--- src/rtl/core/sfwv_pkg.sv ---
// Package: shared types and constants for the SPI flash write/verify sequencer
`timescale 1ns / 1ps
package sfwv_pkg;
   localparam logic [1:0] KIND_BEGIN = 2'd0;
   localparam logic [1:0] KIND_DATA  = 2'd1;
   localparam logic [1:0] KIND_REPLY = 2'd2;
   localparam logic [1:0] KIND_ERASE = 2'd3;

   localparam logic [2:0] ST_OK        = 3'd0;
   localparam logic [2:0] ST_BAD_ADDR  = 3'd1;
   localparam logic [2:0] ST_EMPTY     = 3'd2;
   localparam logic [2:0] ST_NOT_ERASE = 3'd3;
   localparam logic [2:0] ST_WRITE_ERR = 3'd4;
   localparam logic [2:0] ST_CORRUPT   = 3'd5;
   localparam logic [2:0] ST_SPI_ERR   = 3'd6;

   localparam logic [7:0] CMD_READ  = 8'h03;
   localparam logic [7:0] CMD_PP    = 8'h02;
   localparam logic [7:0] CMD_WREN  = 8'h06;
   localparam logic [7:0] CMD_RDSR  = 8'h05;
   localparam logic [7:0] CMD_CE    = 8'h60;
   localparam logic [7:0] CMD_WRSR  = 8'h01;
   localparam logic [7:0] PROT_MASK = 8'h1C;
   localparam logic [7:0] WEL_ONLY  = 8'h02;
   localparam logic [7:0] BYTE_ERASED = 8'hFF;

   localparam logic [0:0] REG_FLASH_SIZE = 1'd0;
   localparam logic [0:0] REG_TIMEOUT    = 1'd1;

   localparam int MAX_RES = 8;
   localparam int CNT_W   = 4;

   typedef struct packed {
      logic [7:0] spi_byte;
      logic       expect_reply;
      logic       frame_end;
      logic       send_valid;
      logic       done_res;
      logic [2:0] status;
      logic [7:0] written_count;
      logic       last;
   } rsp_type;

   typedef struct packed {
      logic [1:0]  kind;
      logic [23:0] address;
      logic [7:0]  length;
      logic [7:0]  data_byte;
      logic        next_four_empty;
      logic [7:0]  reply_byte;
      logic        spi_error;
   } req_type;

   // one burst of results from one request, queued between front and back
   typedef struct packed {
      logic [MAX_RES-1:0][7:0] bytes;
      logic [MAX_RES-1:0]      exp;
      logic [MAX_RES-1:0]      fend;
      logic [CNT_W-1:0]        count;
      logic                    done;
      logic [2:0]              status;
      logic [7:0]              wcount;
   } burst_type;
endpackage

--- src/rtl/core/sfwv_if.sv ---
// Interfaces: request and result valid/ready channels
`timescale 1ns / 1ps
interface sfwv_req_if #(parameter int ADDR_BITS = 24);
   logic                 valid;
   logic                 ready;
   logic [1:0]           kind;
   logic [ADDR_BITS-1:0] address;
   logic [7:0]           length;
   logic [7:0]           data_byte;
   logic                 next_four_empty;
   logic [7:0]           reply_byte;
   logic                 spi_error;
   modport source (output valid, kind, address, length, data_byte, next_four_empty,
                   reply_byte, spi_error, input ready);
   modport sink (input valid, kind, address, length, data_byte, next_four_empty,
                 reply_byte, spi_error, output ready);
endinterface

interface sfwv_rsp_if;
   logic       valid;
   logic       ready;
   logic [7:0] spi_byte;
   logic       expect_reply;
   logic       frame_end;
   logic       send_valid;
   logic       done_res;
   logic [2:0] status;
   logic [7:0] written_count;
   logic       last;
   modport source (output valid, spi_byte, expect_reply, frame_end, send_valid, done_res,
                   status, written_count, last, input ready);
   modport sink (input valid, spi_byte, expect_reply, frame_end, send_valid, done_res,
                 status, written_count, last, output ready);
endinterface

--- src/rtl/core/spi_flash_write_verify_sequencer.sv ---
// Top level: SPI flash write/verify sequencer with APB register port
// A taken request's burst is first registered in the front, then pushed into the
// two-burst queue, from whose head its results are served.
// Throughput: one request per cycle unless a burst waits on a full queue; results
// leave one per cycle while the receiver is ready, up to seven per request.
// A two-burst queue between front and back lets each side stall alone.
// Synchronous active-high reset: idle phase, empty queue, registers at defaults.
`timescale 1ns / 1ps
module spi_flash_write_verify_sequencer #(
   parameter int ADDR_BITS = 24
) (
   input  logic        clock,
   input  logic        reset,
   sfwv_req_if.sink    req,
   sfwv_rsp_if.source  rsp,
   input  logic        csr_psel,
   input  logic        csr_penable,
   input  logic        csr_pwrite,
   input  logic [2:0]  csr_paddr,
   input  logic [31:0] csr_pwdata,
   output logic [31:0] csr_prdata,
   output logic        csr_pready
);
   logic [24:0] fsize_ff;
   logic [15:0] tlim_ff;
   sfwv_pkg::req_type   rq;
   sfwv_pkg::burst_type bus;
   sfwv_pkg::rsp_type   rs;
   logic bvalid, bready;

   assign csr_pready = 1'b1;
   always_comb begin
      unique case (csr_paddr[2])
         sfwv_pkg::REG_FLASH_SIZE: csr_prdata = {7'd0, fsize_ff};
         default:                  csr_prdata = {16'd0, tlim_ff};
      endcase
   end

   always_ff @(posedge clock) begin
      if (reset) begin
         fsize_ff <= 25'd2097152;
         tlim_ff  <= 16'd1000;
      end else if (csr_psel && csr_penable && csr_pwrite && csr_pready) begin
         if (csr_paddr[2] == sfwv_pkg::REG_FLASH_SIZE) fsize_ff <= csr_pwdata[24:0];
         else tlim_ff <= csr_pwdata[15:0];
      end
   end

   always_comb begin
      rq = '0;
      rq.kind            = req.kind;
      rq.length          = req.length;
      rq.data_byte       = req.data_byte;
      rq.next_four_empty = req.next_four_empty;
      rq.reply_byte      = req.reply_byte;
      rq.spi_error       = req.spi_error;
   end

   sfwv_front #(.ADDR_BITS(ADDR_BITS)) u_front (
      .clock, .reset,
      .in_valid(req.valid), .in_ready(req.ready), .in_req(rq), .in_addr(req.address),
      .flash_size(fsize_ff), .timeout_limit(tlim_ff),
      .burst_valid(bvalid), .burst_ready(bready), .burst(bus)
   );

   sfwv_back u_back (
      .clock, .reset,
      .burst_valid(bvalid), .burst_ready(bready), .burst(bus),
      .out_valid(rsp.valid), .out_ready(rsp.ready), .out_rsp(rs)
   );

   assign rsp.spi_byte      = rs.spi_byte;
   assign rsp.expect_reply  = rs.expect_reply;
   assign rsp.frame_end     = rs.frame_end;
   assign rsp.send_valid    = rs.send_valid;
   assign rsp.done_res      = rs.done_res;
   assign rsp.status        = rs.status;
   assign rsp.written_count = rs.written_count;
   assign rsp.last          = rs.last;
endmodule

--- src/rtl/core/sfwv_front.sv ---
// Front: decodes each request against the sequencer state and builds the result burst, if any
`timescale 1ns / 1ps
module sfwv_front #(
   parameter int ADDR_BITS = 24
) (
   input  logic                     clock,
   input  logic                     reset,
   input  logic                     in_valid,
   output logic                     in_ready,
   input  sfwv_pkg::req_type        in_req,
   input  logic [ADDR_BITS-1:0]     in_addr,
   input  logic [24:0]              flash_size,
   input  logic [15:0]              timeout_limit,
   output logic                     burst_valid,
   input  logic                     burst_ready,
   output sfwv_pkg::burst_type      burst
);
   localparam logic [2:0] PH_IDLE = 3'd0, PH_WAIT_DATA = 3'd1, PH_PRE_READ = 3'd2,
                          PH_EW_FIRST = 3'd3, PH_EW_PROT = 3'd4, PH_EW_WEL = 3'd5,
                          PH_BUSY = 3'd6, PH_VERIFY = 3'd7;

   logic [2:0]           phase_ff, phase_in;
   logic [ADDR_BITS-1:0] addr_ff, addr_in;
   logic [7:0]           pend_ff, pend_in, remain_ff, remain_in, vcount_ff, vcount_in;
   logic [15:0]          poll_ff, poll_in;
   logic                 erase_ff, erase_in;
   logic                 bval_ff;
   sfwv_pkg::burst_type  b_ff, b_in;

   logic [15:0] lim;
   logic [15:0] pdec;
   logic [7:0]  rep;
   logic        take;
   logic [ADDR_BITS:0] sum;

   function automatic sfwv_pkg::burst_type add_byte(input sfwv_pkg::burst_type b,
         input logic [7:0] v, input logic e, input logic f);
      sfwv_pkg::burst_type r;
      r = b;
      r.bytes[b.count[2:0]] = v;
      r.exp[b.count[2:0]]   = e;
      r.fend[b.count[2:0]]  = f;
      r.count = b.count + 4'd1;
      return r;
   endfunction

   function automatic sfwv_pkg::burst_type add_addr(input sfwv_pkg::burst_type b,
         input logic [ADDR_BITS-1:0] a);
      sfwv_pkg::burst_type r;
      logic [31:0] w;
      w = 32'(a);
      r = add_byte(b, w[23:16], 1'b0, 1'b0);
      r = add_byte(r, w[15:8], 1'b0, 1'b0);
      r = add_byte(r, w[7:0], 1'b0, 1'b0);
      return r;
   endfunction

   function automatic sfwv_pkg::burst_type add_rdsr(input sfwv_pkg::burst_type b);
      sfwv_pkg::burst_type r;
      r = add_byte(b, sfwv_pkg::CMD_RDSR, 1'b0, 1'b0);
      r = add_byte(r, 8'h00, 1'b1, 1'b1);
      return r;
   endfunction

   function automatic sfwv_pkg::burst_type add_read(input sfwv_pkg::burst_type b,
         input logic [ADDR_BITS-1:0] a);
      sfwv_pkg::burst_type r;
      r = add_byte(b, sfwv_pkg::CMD_READ, 1'b0, 1'b0);
      r = add_addr(r, a);
      r = add_byte(r, 8'h00, 1'b1, 1'b1);
      return r;
   endfunction

   assign lim = (timeout_limit == 16'd0) ? 16'd1 : timeout_limit;
   assign in_ready = !bval_ff || burst_ready;
   assign take = in_valid && in_ready;
   assign burst_valid = bval_ff;
   assign burst = b_ff;
   assign rep = in_req.reply_byte;
   assign sum = {1'b0, in_addr} + {{(ADDR_BITS-7){1'b0}}, in_req.length};

   always_comb begin
      phase_in  = phase_ff;
      addr_in   = addr_ff;
      pend_in   = pend_ff;
      remain_in = remain_ff;
      vcount_in = vcount_ff;
      poll_in   = poll_ff;
      erase_in  = erase_ff;
      b_in      = '0;
      pdec      = (poll_ff > 16'd0) ? poll_ff - 16'd1 : 16'd0;

      // emit/finish helpers written out as sequential appends
      unique case (phase_ff)
         PH_IDLE: begin
            if (in_req.kind == sfwv_pkg::KIND_BEGIN) begin
               vcount_in = 8'd0;
               erase_in  = 1'b0;
               if ({{(33-ADDR_BITS-1){1'b0}}, sum} >= {8'd0, flash_size}) begin
                  b_in.done = 1'b1; b_in.status = sfwv_pkg::ST_BAD_ADDR; phase_in = PH_IDLE;
               end else if (in_req.length == 8'd0) begin
                  b_in.done = 1'b1; b_in.status = sfwv_pkg::ST_OK; phase_in = PH_IDLE;
               end else begin
                  addr_in = in_addr; remain_in = in_req.length; phase_in = PH_WAIT_DATA;
               end
            end else if (in_req.kind == sfwv_pkg::KIND_ERASE) begin
               vcount_in = 8'd0; erase_in = 1'b1; poll_in = lim;
               b_in = add_rdsr(b_in); phase_in = PH_EW_FIRST;
            end
         end
         PH_WAIT_DATA: begin
            if (in_req.kind == sfwv_pkg::KIND_DATA) begin
               pend_in = in_req.data_byte;
               if (in_req.data_byte == sfwv_pkg::BYTE_ERASED && in_req.next_four_empty) begin
                  b_in.done = 1'b1; b_in.status = sfwv_pkg::ST_EMPTY; phase_in = PH_IDLE;
               end else begin
                  b_in = add_read(b_in, addr_ff); phase_in = PH_PRE_READ;
               end
            end
         end
         default: begin
            if (in_req.kind == sfwv_pkg::KIND_REPLY) begin
               if (phase_ff == PH_PRE_READ) begin
                  if (in_req.spi_error) begin
                     b_in.done = 1'b1; b_in.status = sfwv_pkg::ST_WRITE_ERR; phase_in = PH_IDLE;
                  end else if (rep != sfwv_pkg::BYTE_ERASED) begin
                     b_in.done = 1'b1; b_in.status = sfwv_pkg::ST_NOT_ERASE; phase_in = PH_IDLE;
                  end else begin
                     poll_in = lim; b_in = add_rdsr(b_in); phase_in = PH_EW_FIRST;
                  end
               end else if (phase_ff == PH_BUSY) begin
                  if (in_req.spi_error) begin
                     b_in.done = 1'b1; phase_in = PH_IDLE;
                     b_in.status = erase_ff ? sfwv_pkg::ST_SPI_ERR : sfwv_pkg::ST_WRITE_ERR;
                  end else begin
                     poll_in = pdec;
                     if (rep[0] && pdec > 16'd0) begin
                        b_in = add_rdsr(b_in); phase_in = PH_BUSY;
                     end else if (erase_ff) begin
                        b_in.done = 1'b1; b_in.status = sfwv_pkg::ST_OK; phase_in = PH_IDLE;
                     end else begin
                        b_in = add_read(b_in, addr_ff); phase_in = PH_VERIFY;
                     end
                  end
               end else if (phase_ff == PH_VERIFY) begin
                  if (in_req.spi_error) begin
                     b_in.done = 1'b1; b_in.status = sfwv_pkg::ST_WRITE_ERR; phase_in = PH_IDLE;
                  end else if (rep != pend_ff) begin
                     b_in.done = 1'b1; b_in.status = sfwv_pkg::ST_CORRUPT; phase_in = PH_IDLE;
                  end else begin
                     vcount_in = vcount_ff + 8'd1;
                     addr_in   = addr_ff + {{(ADDR_BITS-1){1'b0}}, 1'b1};
                     remain_in = remain_ff - 8'd1;
                     if (remain_in == 8'd0) begin
                        b_in.done = 1'b1; b_in.status = sfwv_pkg::ST_OK; phase_in = PH_IDLE;
                     end else begin
                        phase_in = PH_WAIT_DATA;
                     end
                  end
               end else begin
                  // enable loop: protect clear, then write-enable latch
                  if (in_req.spi_error) begin
                     b_in.done = 1'b1; b_in.status = sfwv_pkg::ST_SPI_ERR; phase_in = PH_IDLE;
                  end else begin
                     if (phase_ff != PH_EW_FIRST) poll_in = pdec;
                     if (phase_ff == PH_EW_PROT || phase_ff == PH_EW_FIRST) begin
                        if ((rep & sfwv_pkg::PROT_MASK) != 8'd0 && poll_in > 16'd0) begin
                           b_in = add_byte(b_in, sfwv_pkg::CMD_WREN, 1'b0, 1'b1);
                           b_in = add_byte(b_in, sfwv_pkg::CMD_WRSR, 1'b0, 1'b0);
                           b_in = add_byte(b_in, 8'h00, 1'b0, 1'b1);
                           b_in = add_rdsr(b_in); phase_in = PH_EW_PROT;
                        end else if (poll_in == 16'd0) begin
                           b_in.done = 1'b1; b_in.status = sfwv_pkg::ST_WRITE_ERR;
                           phase_in = PH_IDLE;
                        end else begin
                           poll_in = lim;
                           phase_in = PH_EW_WEL; // falls into the latch check below
                        end
                     end
                     if (phase_in == PH_EW_WEL && !b_in.done && b_in.count == '0) begin
                        if (rep != sfwv_pkg::WEL_ONLY && poll_in > 16'd0) begin
                           b_in = add_byte(b_in, sfwv_pkg::CMD_WREN, 1'b0, 1'b1);
                           b_in = add_rdsr(b_in);
                        end else if (poll_in == 16'd0) begin
                           b_in.done = 1'b1; b_in.status = sfwv_pkg::ST_WRITE_ERR;
                           phase_in = PH_IDLE;
                        end else begin
                           if (erase_ff) begin
                              b_in = add_byte(b_in, sfwv_pkg::CMD_CE, 1'b0, 1'b1);
                           end else begin
                              b_in = add_byte(b_in, sfwv_pkg::CMD_PP, 1'b0, 1'b0);
                              b_in = add_addr(b_in, addr_ff);
                              b_in = add_byte(b_in, pend_ff, 1'b0, 1'b1);
                           end
                           poll_in = lim; b_in = add_rdsr(b_in); phase_in = PH_BUSY;
                        end
                     end
                  end
               end
            end
         end
      endcase
      b_in.wcount = vcount_in;
   end

   always_ff @(posedge clock) begin
      if (reset) begin
         phase_ff  <= PH_IDLE;
         addr_ff   <= '0;
         pend_ff   <= '0;
         remain_ff <= '0;
         vcount_ff <= '0;
         poll_ff   <= '0;
         erase_ff  <= 1'b0;
         bval_ff   <= 1'b0;
      end else begin
         if (take) begin
            phase_ff  <= phase_in;
            addr_ff   <= addr_in;
            pend_ff   <= pend_in;
            remain_ff <= remain_in;
            vcount_ff <= vcount_in;
            poll_ff   <= poll_in;
            erase_ff  <= erase_in;
         end
         if (take) begin
            bval_ff <= (b_in.count != '0) || b_in.done;
         end else if (burst_ready) begin
            bval_ff <= 1'b0;
         end
      end
   end

   always_ff @(posedge clock) begin
      if (take) begin
         b_ff <= b_in;
      end
   end
endmodule

--- src/rtl/core/sfwv_back.sv ---
// Back: two-entry burst queue and serialiser onto the result channel
`timescale 1ns / 1ps
module sfwv_back (
   input  logic                clock,
   input  logic                reset,
   input  logic                burst_valid,
   output logic                burst_ready,
   input  sfwv_pkg::burst_type burst,
   output logic                out_valid,
   input  logic                out_ready,
   output sfwv_pkg::rsp_type   out_rsp
);
   sfwv_pkg::burst_type q_ff [2];
   logic [1:0]  fill_ff;
   logic        rd_ff, wr_ff;
   logic [sfwv_pkg::CNT_W-1:0] pos_ff;
   sfwv_pkg::burst_type h;
   logic [sfwv_pkg::CNT_W-1:0] total;
   logic is_last, pop, push;

   assign h = q_ff[rd_ff];
   assign total = h.count + (h.done ? 4'd1 : 4'd0);
   assign is_last = (pos_ff + 4'd1) == total;
   assign out_valid = fill_ff != 2'd0;
   assign pop = out_valid && out_ready && is_last;
   assign burst_ready = fill_ff != 2'd2;
   assign push = burst_valid && burst_ready;

   always_comb begin
      out_rsp = '0;
      out_rsp.written_count = h.wcount;
      out_rsp.last = is_last;
      if (pos_ff < h.count) begin
         out_rsp.spi_byte     = h.bytes[pos_ff[2:0]];
         out_rsp.expect_reply = h.exp[pos_ff[2:0]];
         out_rsp.frame_end    = h.fend[pos_ff[2:0]];
         out_rsp.send_valid   = 1'b1;
      end else begin
         out_rsp.done_res = 1'b1;
         out_rsp.status   = h.status;
      end
   end

   always_ff @(posedge clock) begin
      if (reset) begin
         fill_ff <= '0;
         rd_ff   <= 1'b0;
         wr_ff   <= 1'b0;
         pos_ff  <= '0;
      end else begin
         fill_ff <= fill_ff + {1'b0, push} - {1'b0, pop};
         if (push) wr_ff <= !wr_ff;
         if (pop) begin
            rd_ff  <= !rd_ff;
            pos_ff <= '0;
         end else if (out_valid && out_ready) begin
            pos_ff <= pos_ff + 4'd1;
         end
      end
   end

   always_ff @(posedge clock) begin
      if (push) q_ff[wr_ff] <= burst;
   end
endmodule

--- src/flat_wrapper.sv ---
// flat-port wrapper written by rule: the top's interface ports become plain ports
module spi_flash_write_verify_sequencer_flat 
#(
   parameter int ADDR_BITS = 24
)
  (clock, reset, csr_psel, csr_penable, csr_pwrite, csr_paddr, csr_pwdata, csr_prdata, csr_pready, req_valid, req_kind, req_address, req_length, req_data_byte, req_next_four_empty, req_reply_byte, req_spi_error, req_ready, rsp_valid, rsp_spi_byte, rsp_expect_reply, rsp_frame_end, rsp_send_valid, rsp_done_res, rsp_status, rsp_written_count, rsp_last, rsp_ready);
  sfwv_req_if #(.ADDR_BITS(ADDR_BITS)) req_i ();
  sfwv_rsp_if rsp_i ();
  input  logic clock;
  input  logic reset;
  input  logic csr_psel;
  input  logic csr_penable;
  input  logic csr_pwrite;
  input  logic [2:0] csr_paddr;
  input  logic [31:0] csr_pwdata;
  output logic [31:0] csr_prdata;
  output logic csr_pready;
  input wire logic [$bits(req_i.valid)-1:0] req_valid;
  input wire logic [$bits(req_i.kind)-1:0] req_kind;
  input wire logic [$bits(req_i.address)-1:0] req_address;
  input wire logic [$bits(req_i.length)-1:0] req_length;
  input wire logic [$bits(req_i.data_byte)-1:0] req_data_byte;
  input wire logic [$bits(req_i.next_four_empty)-1:0] req_next_four_empty;
  input wire logic [$bits(req_i.reply_byte)-1:0] req_reply_byte;
  input wire logic [$bits(req_i.spi_error)-1:0] req_spi_error;
  output wire logic [$bits(req_i.ready)-1:0] req_ready;
  output wire logic [$bits(rsp_i.valid)-1:0] rsp_valid;
  output wire logic [$bits(rsp_i.spi_byte)-1:0] rsp_spi_byte;
  output wire logic [$bits(rsp_i.expect_reply)-1:0] rsp_expect_reply;
  output wire logic [$bits(rsp_i.frame_end)-1:0] rsp_frame_end;
  output wire logic [$bits(rsp_i.send_valid)-1:0] rsp_send_valid;
  output wire logic [$bits(rsp_i.done_res)-1:0] rsp_done_res;
  output wire logic [$bits(rsp_i.status)-1:0] rsp_status;
  output wire logic [$bits(rsp_i.written_count)-1:0] rsp_written_count;
  output wire logic [$bits(rsp_i.last)-1:0] rsp_last;
  input wire logic [$bits(rsp_i.ready)-1:0] rsp_ready;
  assign req_i.valid = req_valid;
  assign req_i.kind = req_kind;
  assign req_i.address = req_address;
  assign req_i.length = req_length;
  assign req_i.data_byte = req_data_byte;
  assign req_i.next_four_empty = req_next_four_empty;
  assign req_i.reply_byte = req_reply_byte;
  assign req_i.spi_error = req_spi_error;
  assign req_ready = req_i.ready;
  assign rsp_valid = rsp_i.valid;
  assign rsp_spi_byte = rsp_i.spi_byte;
  assign rsp_expect_reply = rsp_i.expect_reply;
  assign rsp_frame_end = rsp_i.frame_end;
  assign rsp_send_valid = rsp_i.send_valid;
  assign rsp_done_res = rsp_i.done_res;
  assign rsp_status = rsp_i.status;
  assign rsp_written_count = rsp_i.written_count;
  assign rsp_last = rsp_i.last;
  assign rsp_i.ready = rsp_ready;
  spi_flash_write_verify_sequencer #(.ADDR_BITS(ADDR_BITS)) u_core (.clock(clock), .reset(reset), .req(req_i), .rsp(rsp_i), .csr_psel(csr_psel), .csr_penable(csr_penable), .csr_pwrite(csr_pwrite), .csr_paddr(csr_paddr), .csr_pwdata(csr_pwdata), .csr_prdata(csr_prdata), .csr_pready(csr_pready));
endmodule
--- config.mk ---
export PLATFORM = sky130hd
export DESIGN_NAME = spi_flash_write_verify_sequencer_flat
export DESIGN_NICKNAME = d
export VERILOG_FILES = /design/src/rtl/core/sfwv_pkg.sv /design/src/rtl/core/sfwv_if.sv /design/src/rtl/core/spi_flash_write_verify_sequencer.sv /design/src/rtl/core/sfwv_front.sv /design/src/rtl/core/sfwv_back.sv /design/src/flat_wrapper.sv
export SDC_FILE = /design/constraint.sdc
export NUM_CORES = 1
export LEC_CHECK = 0
export BUFFER_PORTS_ARGS = -buffer_cell sky130_fd_sc_hd__buf_2
export CORE_AREA = 2 2 255 131
export DETAILED_ROUTE_END_ITERATION = 6
export DIE_AREA = 0 0 257 133
export PLACE_DENSITY = 0.77
export SLEW_MARGIN = 20
export SYNTH_ARGS = -nofsm -noshare
export SYNTH_HDL_FRONTEND = slang
export SYNTH_SLANG_ARGS = --single-unit
export TNS_END_PERCENT = 1
--- constraint.sdc ---
create_clock -name clock -period 6.75 [get_ports clock]
set_input_delay 0.675 -clock clock [delete_from_list [all_inputs] [get_ports clock]]
set_output_delay 0.675 -clock clock [all_outputs]
set_load 0.005 [all_outputs]
# Yosys cells after proc, flatten, opt, wreduce, memory -nomap -nowiden
# Memory sizes are Yosys's and may differ from the RTL's. A register that Yosys moved wholly into a read port is not among the register bits.
# Index checks and enable logic that the tools add are counted.
# Widths: inputs -> output; s select.
# word_totals
in_bits	94
ff_bits	214
ram_bits	192
out_inout_bits	59
mem_count	1
# mem_list
memory	words	width	read_ports	rd_ports_with_merged_regs	write_ports	line	rtl
u_core.u_back.q_ff	2	96	1	1	1	sfwv_back.sv:13	sfwv_pkg::burst_type q_ff [2];
# op_classes
magnitude_cmp	21
addsub	16
n_eq_ne	33
n_bitwise	45
mux	201
n_reduce_logical	51
# ops
operator	count
$mux 96	22
$mux 84	6
$mux 16	31
$bwmux 64	4
$mux 8	30
$mux 24	9
$and 48x48->48	4
$not 48->48	4
$pmux 96 s2	1
$demux 8 s3	7
$and 64x64->64	2
$not 64->64	2
$mux 52	2
$and 8x8->8	12
$mux 3	23
$mux 4	17
$gt 16x1->1 const B	4
$mux 64	1
$or 16x16->16	4
$mux 59	1
$and 56x56->56	1
$not 56->56	1
$or 8x8->8	7
$logic_not 16->1	3
62 further kinds	169

# Longest topological paths before layout
# Gate-level depths: netlist of the first run.
# logic_depth
word_depth	58
mapped_depth	25
ltp_nobuf	23

# Hierarchy
# A second synthesis of the first run with hierarchy kept.
# unflattened
cells_unflattened	1820
hier_area_um2	20648.6
# modules_own_cells
mod	cells_each	area_each_um2	seq_area_each_um2	instances
sfwv_front	1256	10557.6	4023.9	1
sfwv_back	358	8001.4	5945.7	1
spi_flash_write_verify_sequencer	206	2089.5	820.8	1

# Least setup slack after synthesis of the first run
# Ideal clock, no wire load.
# synth_path
path_kind	in2reg
from	input port req_length[0]
to	register u_core.u_front.addr_ff[6]
required_time_ns	6.622
slack_ns	1.666
arrival_ns	4.956
setup_time_ns	0.128
stages	23
cell_sequence	ha_1 -> fa_1 -> a21o_1 -> a21oi_1 -> o21bai_1 -> a21oi_1 -> o21ai_0 -> a21oi_1 -> nor2b_1 -> nand4_1 -> nor3b_1 -> xor2_1 -> ha_1 -> a2111oi_0 -> a21oi_1 -> a211oi_1 -> a31oi_1 -> nor3_1 -> clkbuf_1 -> clkbuf_1 -> nand2_1 -> a2bb2oi_1 -> nor2_1
# synth_between
elab_chain_cells	4
elab_cells_between_ends	6
cone_classes	1 x add/sub; 1 x order compare; 2 x eq/ne; 2 x reduce/logical
# synth_rtl
element	line	rtl
start: declaration	flat_wrapper.sv:21	input wire logic [$bits(req_i.length)-1:0] req_length;
$add 24x8->25	sfwv_front.sv:80	assign sum = {1'b0, in_addr} + {{(ADDR_BITS-7){1'b0}}, in_req.length};
$ge 25x25->1	sfwv_front.sv:99	if ({{(33-ADDR_BITS-1){1'b0}}, sum} >= {8'd0, flash_size}) begin
$ne 2x2->1 (no source line)	n/a	
$reduce_and 11->1 (no source line) *	n/a	
end signal: assignment	sfwv_front.sv:219	addr_ff <= addr_in;
end: declaration	sfwv_front.sv:23	logic [ADDR_BITS-1:0] addr_ff, addr_in;
# Mark *: on every way between the ends. The rest lies on a longest branch, timed or not.
# A chain may end at the register's enable or synchronous reset.

# Worst setup path after layout of the first run
# layout_path
from	input port req_length[0]
to	register u_core.u_front.addr_ff[15]
# Same word-level chain as after synthesis.

==> metrics.md, run 1 <==
| Metric | Value |
|---|---|
| Status | `completed` |
| Syn avg cell area | `10.82 um^2` |
| LEAKAGE | `0.007636 uW` |
| Peak supply drop | `0.0001626 V` |
| Worst Max-Slew Pin Slew | `between 900 and 1000 ps` |
| Buf/Inv on CP | `4` |
| Critical path peak fanout | `57` |
| CTS root buffer | `clkbuf_16` |
| Sum Neg Setup Slack | `0 ps` |
| Vias in the first global route | `13600` |
| Die area | `34180 um^2` |
| Critical Path RT | `7160 ps` |
| Post-CTS setup buffer count | `0` |
| Largest net degree at the start of global routing | `76` |
| Critical Path Slowest Stage Cell | `fa_1` |
| 1st-iter DRT viols | `1996` |
| Core Rows | `47` |
| CTS H-tree depth | `2` |
| Crit start category | `primary input` |
| Area Overhead vs Synth | `12.09%` |
| P_int | `slightly above 4000 uW` |
| # setup viols final | `0` |
| DR WL/cell | `21.84 um` |
| Antenna-violating nets left | `0` |
| Max stage delay on crit path | `roughly 420 ps` |
| Top cell by count, worst path | `a21oi_1` |
| WL final | `51130 um` |
| Placed cells | `2275` |
| CTS buffer count | `35` |
| Placement Cell Area | `20070 um^2` |
| Register bit total from synthesis | `383` |
| EDFF count, synth | `between 200 and 300` |
| Commonest cells in the netlist | `edfxtp_1 (264), nand2_1 (204), nor2_1 (156)` |
| Flop pwr share | `0.476` |
| Clk buf depth | `3` |
| Async set or reset register ratio after synthesis | `0` |
| NetSw | `1544 uW` |
| Crit end category | `flop` |
| Clk_skew | `18.57 ps` |
| CP delay by family, top | `compound AO/OA/AOI/OAI gates` |
| Fin crit period | `~5600 ps` |
| DRT Pass-1 Iters | `6` |
| Unique masters post-synth | `a little over 80` |
| Sequential area share after synthesis | `0.5443` |
| GPL Wtd Cong | `1.003` |
| Count leader, synth | `edfxtp_1` |
| Ys Warns | `0` |
| First-pass GRT wire length | `78330 um` |
| Cts hold-fix bufs | `0` |
| Non-Filler Instances | `2341` |
| Synth top area share | `0.4185` |
| PwrDens | `263.5 nW/um^2` |
| Worst EP arrival | `between 6000 and 7000 ps` |
| Post-Syn Instances | `approximately 1800` |
| Initial Util | `0.5868` |
| Combinational share of power | `0.159` |
| Predominant post-synthesis flop cell | `edfxtp_1` |
| Hold WC Path Type | `in -> reg` |
| Clk pin slew, worst setup/hold paths | `70 ps` |
| Via total after detailed routing | `14640` |
| CTS tree | `done` |
| Share of post-route cells with drive strength above 1 | `0.1591` |
| # clock sinks | `approximately 380` |
| Critical path type | `in -> reg` |
| Die width | `roughly 260 um` |
| Clk network pwr share | `0.365` |
| HPWL Detailed | `36200 um` |
| Area leader, netlist | `edfxtp_1` |
| Fin crit share | `0.8329` |
| Slew headroom | `0.3301` |
| RSZ-0062 raised after global routing | `false` |
| Fin. max-slew vios | `0` |
| Placeable Area | `32280 um^2` |
| Port bufs | `135` |
| Total GRT Usage | `0.2968` |
| Design area | `21230 um^2` |
| GR Overflow Total | `0` |
| Final count of hold timing violations | `0` |
| Post-layout net count | `between 2000 and 2500` |
| Ports | `roughly 150` |
| Antenna violations before repair | `4` |
| Max frequency | `between 150 and 200 MHz` |
| DRC violations left | `0` |
| Max-cap violation count | `0` |
| Synthesized cell area | `18940 um^2` |
| Net Sw Frac | `0.2759` |
| Clk Latency, worst-skew pair | `560 ps` |
| Via density | `6.252` |
| Post-CTS resize count | `0` |
| Synth area leaders | `edfxtp_1 (42%), dfxtp_1 (13%), mux4_2 (4.4%)` |
| Die Y | `133 um` |
[flip-flops by register name (all words and copies together), names as in the netlist, 2 cells and up, named ones only]
register and flops:
u_core.u_back.fill_ff 2, u_core.u_front.burst 88, u_core.fsize_ff 25, u_core.tlim_ff 16
u_core.u_front.phase_ff 3, u_core.u_front.remain_ff 8, u_core.u_back.pos_ff 4, u_core.u_front.addr_ff 24
u_core.u_front.pend_ff 8, u_core.u_front.poll_ff 16, u_core.u_front.vcount_ff 8, u_core.u_back.q_ff 176
[final timing paths]
path                             startpoint  slack, ps                          to  cells after the start
setup / recovery              req_length[0]       1130  u_core.u_front.addr_ff[15]                     25
hold / removal               csr_pwdata[21]        340         u_core.fsize_ff[21]                      3
setup reg to reg  u_core.u_front.poll_ff[0]       1870    u_core.u_front.burst[25]                     18
hold reg to reg    u_core.u_front.burst[26]        440   u_core.u_back.q_ff[1][26]                      0
[metal layers]
metal / part of all wire / GRT usage
met2: 0.41 / 0.4112
met5: 0 / 0
met4: 0.015 / 0.06234
met1: 0.45 / 0.4679
met3: 0.12 / 0.07433
[power groups by stage]
stage	Sequential [uW]	Combinational, uW	Clock (uW)
after floorplan	2680	628	0
after global placement	2700	848	0
after detailed placement	2710	859	0
after CTS	2660	864	2060
after global routing	2670	965	2150
final	2660	892	2040
[per-stage QoR]
step	hold slack, ps	total power [uW]	util	worst slack (ps)
final	344.6	5595	0.6577	1128
after global routing	359.8	5787	0.6577	821.0
after CTS	337.4	5587	0.6574	1289
after detailed placement	431.6	3569	0.6215	741.3
after global placement	422.4	3552	0.6215	843.9
after floorplan	421.5	3306	-	1667
[cell families (layout without fill, tap and decap cells)]
kind of cell               count (synthesis)  count (layout)  synth area share
muxes                                     78              78           0.06724
other                                      2              36         0.0003964
adders and majority gates                 55              55           0.03672
AOI/OAI and AO/OA                        390             390            0.1332
buffers and inverters                    170             285           0.03686
DFF                                      383             383            0.5443
and+or+nand+nor                          619             619            0.1564
xor gates and xnor gates                  54              54           0.02497
[area by class of cell]
cell class / instances / area [um^2]
Fill cell: 2459 / 11050
Sequential cell: 383 / 10310
Multi-Input combinational cell: 1230 / 8085
Clock buffer: 39 / 900.9
Timing Repair Buffer: 162 / 893.4
Tap cell: 441 / 551.8
Clock inverter: 25 / 259.0
Inverter: 59 / 224.0
Antenna cell: 2 / 5.005
[worst register-to-register path: stages, from the launching register on]
cell and delay [ps]:
dfxtp_1 300, buf_4 180, inv_1 210, ha_1 200, nor4b_1 290, and4_1 410
nor2_1 70, buf_4 190, a2111oi_4 360, o211ai_2 170, nor3_1 520, buf_4 270
nor2_1 110, inv_1 160, ha_1 280, nor2_1 100, and3_1 240, a311oi_1 410
o21ai_0 150
[layout by cell type (no fill, tap or decap), drive strengths merged, types with 17 or more instances in the layout]
master,count
a211oi,20
a21oi,107
a22oi,28
and2,32
buf,162
clkbuf,39
clkinv,20
conb,34
dfxtp,119
edfxtp,264
ha,54
inv,60
mux2,24
mux2i,17
mux4,37
nand2,204
nand3,45
nand4,22
nor2,156
nor3,43
nor4,22
o211ai,18
o21ai,99
or3,18
xnor2,27
xor2,27
Note: power is estimated with default switching activity, not from simulation.
==> run 2: changes to the inputs <==
- CORE_AREA: 2 2 255 131 -> 2 2 266 137
- DIE_AREA: 0 0 257 133 -> 0 0 268 139
- PLACE_DENSITY: 0.77 -> 0.74
- clock period: 6.75 -> 4.6 ns (I/O delays scaled with it)
==> run 2 against run 1 <==
Compared with the run above: worst setup slack worse by 1100 ps; sequential share of layout area is 2.3 points lower; final area is 4.9% higher; clock power is 45% higher; critical endpoint is now u_core.u_front.addr_ff[5].
==> metrics.md, run 2 (same netlist as run 1, synthesis figures left out) <==
| Metric | Value |
|---|---|
| Port bufs | `135` |
| WL final | `54430 um` |
| Die Y | `139 um` |
| Die area | `roughly 37000 um^2` |
| Max-cap violation count | `0` |
| DRT Pass-1 Iters | `6` |
| DRC violations left | `0` |
| Largest net degree at the start of global routing | `78` |
| Antenna violations before repair | `2` |
| Setup ws final | `about 28 ps` |
| GPL Wtd Cong | `slightly above 1` |
| Max frequency | `218.7 MHz` |
| Critical Path RT | `5010 ps` |
| Commonest non-fill, non-tap cells in the layout | `edfxtp_1 (264), nand2_1 (204), nor2_1 (153)` |
| Sum Neg Setup Slack | `0 ps` |
| Ports | `153` |
| CTS H-tree depth | `2` |
| # setup viols final | `0` |
| LEAKAGE | `0.008128 uW` |
| Placeable Area | `35130 um^2` |
| # clock sinks | `383` |
| Final count of hold timing violations | `0` |
| Via density | `about 6.1` |
| DR WL/cell | `21.99 um` |
| Die width | `268 um` |
| Crit start category | `primary input` |
| Total GRT Usage | `0.2888` |
| Via total after detailed routing | `15020` |
| CTS buffer count | `36` |
| Non-Filler Instances | `2475` |
| Largest register FFs | `176` |
| Design area | `22280 um^2` |
| Cts hold-fix bufs | `0` |
| CTS root buffer | `clkbuf_16` |
| CTS tree | `done` |
| Clk Latency, worst-skew pair | `roughly 560 ps` |
| Placed cells | `2386` |
| Reg with most FFs | `u_core.u_back.q_ff` |
| Status | `completed` |
| Commonest non-fill, non-tap cell in the layout | `edfxtp_1` |
| Slew headroom | `0.2885` |
| Area Overhead vs Synth | `17.62%` |
| Post-layout net count | `~2100` |
| PwrDens | `375.3 nW/um^2` |
| Worst EP arrival | `4980 ps` |
| Fin crit share | `0.9940` |
| Worst Max-Slew Pin Slew | `1067 ps` |
| First-pass GRT wire length | `between 80000 and 90000 um` |
| Fin. max-slew vios | `0` |
| Placement Cell Area | `20660 um^2` |
| GR Overflow Total | `0` |
| Total power | `8362 uW` |
| Fillers | `roughly 2800` |
| Core Rows | `49` |
| Crit end category | `flop` |
| Initial Util | `0.5392` |
| Clk buf depth | `3` |
| Fin crit period | `4572 ps` |
| 1st-iter DRT viols | `1613` |
| Clk pin slew, worst setup/hold paths | `~70 ps` |
| Hold WC Path Type | `in -> reg` |
| Critical path peak fanout | `8` |
| Vias in the first global route | `around 14000` |
| Pre-CTS setup slack | `-818.8 ps` |
| RSZ-0062 raised after global routing | `true` |
| Antenna-violating nets left | `0` |
| Peak supply drop | `0.0002134 V` |
| HPWL Detailed | `38940 um` |
| Share of post-route cells with drive strength above 1 | `0.2171` |
| Clk_skew | `32.91 ps` |
| Critical path type | `in -> reg` |
## run 2: per-stage QoR
| step | hold slack [ps] | utilization |
|---|---|---|
| global route | 145.7 | 0.6342 |
| detailed placement | 434.0 | 0.5880 |
| global placement | 421.5 | 0.5880 |
| finish | 138.5 | 0.6343 |
| floorplan | 421.5 | - |
| CTS | 126.9 | 0.6268 |
## run 2: worst max-delay path, stage by stage
cell      delay, ps
buf_2           130
ha_1            310
a21o_1          160
a21oi_1         220
o21bai_1        100
a21o_1          190
a21oi_1         220
o21ai_1         170
and4_1          280
and2_1          190
nand4_1         120
xnor2_1         130
ha_1            260
nand4_1         170
buf_4           160
a21oi_2          30
o21ai_1         160
o221ai_2        140
a211oi_2        210
buf_4           180
a31oi_4          90
nor3_4          180
buf_12          170
buf_12          140
buf_12          110
o21ai_2          50
a22oi_1         190
nor2_1           60
## run 2: path summary, 6_finish.rpt
check / from / to / slack, ps / cells past startpoint
hold / removal: csr_pwdata[5] / u_core.tlim_ff[5] / 140 / 3
setup reg to reg: u_core.u_front.poll_ff[1] / u_core.u_front.burst[25] / 130 / 15
hold reg to reg: u_core.u_front.burst[49] / u_core.u_back.q_ff[1][49] / 440 / 0
setup / recovery: req_length[1] / u_core.u_front.addr_ff[5] / 30 / 28
## run 2: what timing repair did
action / 4_1_cts / 5_1_grt
endpoints found under the setup margin: 33 / 35
setup buffers: 13 / 8
cloned: 2 / 1
pin swaps: 8 / 36
resized for setup: 14 / 59
hold endpoints to repair: 0 / 0
## run 2: report_power, final
group	internal (uW)	total (uW)	switching, uW
sequential	3810	3900	92.2
combinational	594	1500	909
clock	1610	2960	1350
total	6010	8360	2350
## run 2: layout make-up
type	count	area (um^2)	area share
Sequential cell	383	10310	0.4629
Multi-Input combinational cell	1230	8294	0.3722
Timing Repair Buffer	252	1695	0.07609
Clock buffer	43	949.7	0.04262
Tap cell	484	605.6	0.02718
Inverter	59	224.0	0.01005
Clock inverter	23	196.4	0.008816
Antenna cell	1	2.502	0.0001123
## run 2: metal layers
layer | vias up | global-route usage | share of wire
met5 | - | 0.01544 | 0.0017
met4 | 4 | 0.06498 | 0.021
met3 | 91 | 0.09819 | 0.13
met2 | 776 | 0.3904 | 0.40
met1 | 7284 | 0.4422 | 0.45
li1 | 6869 | - | -
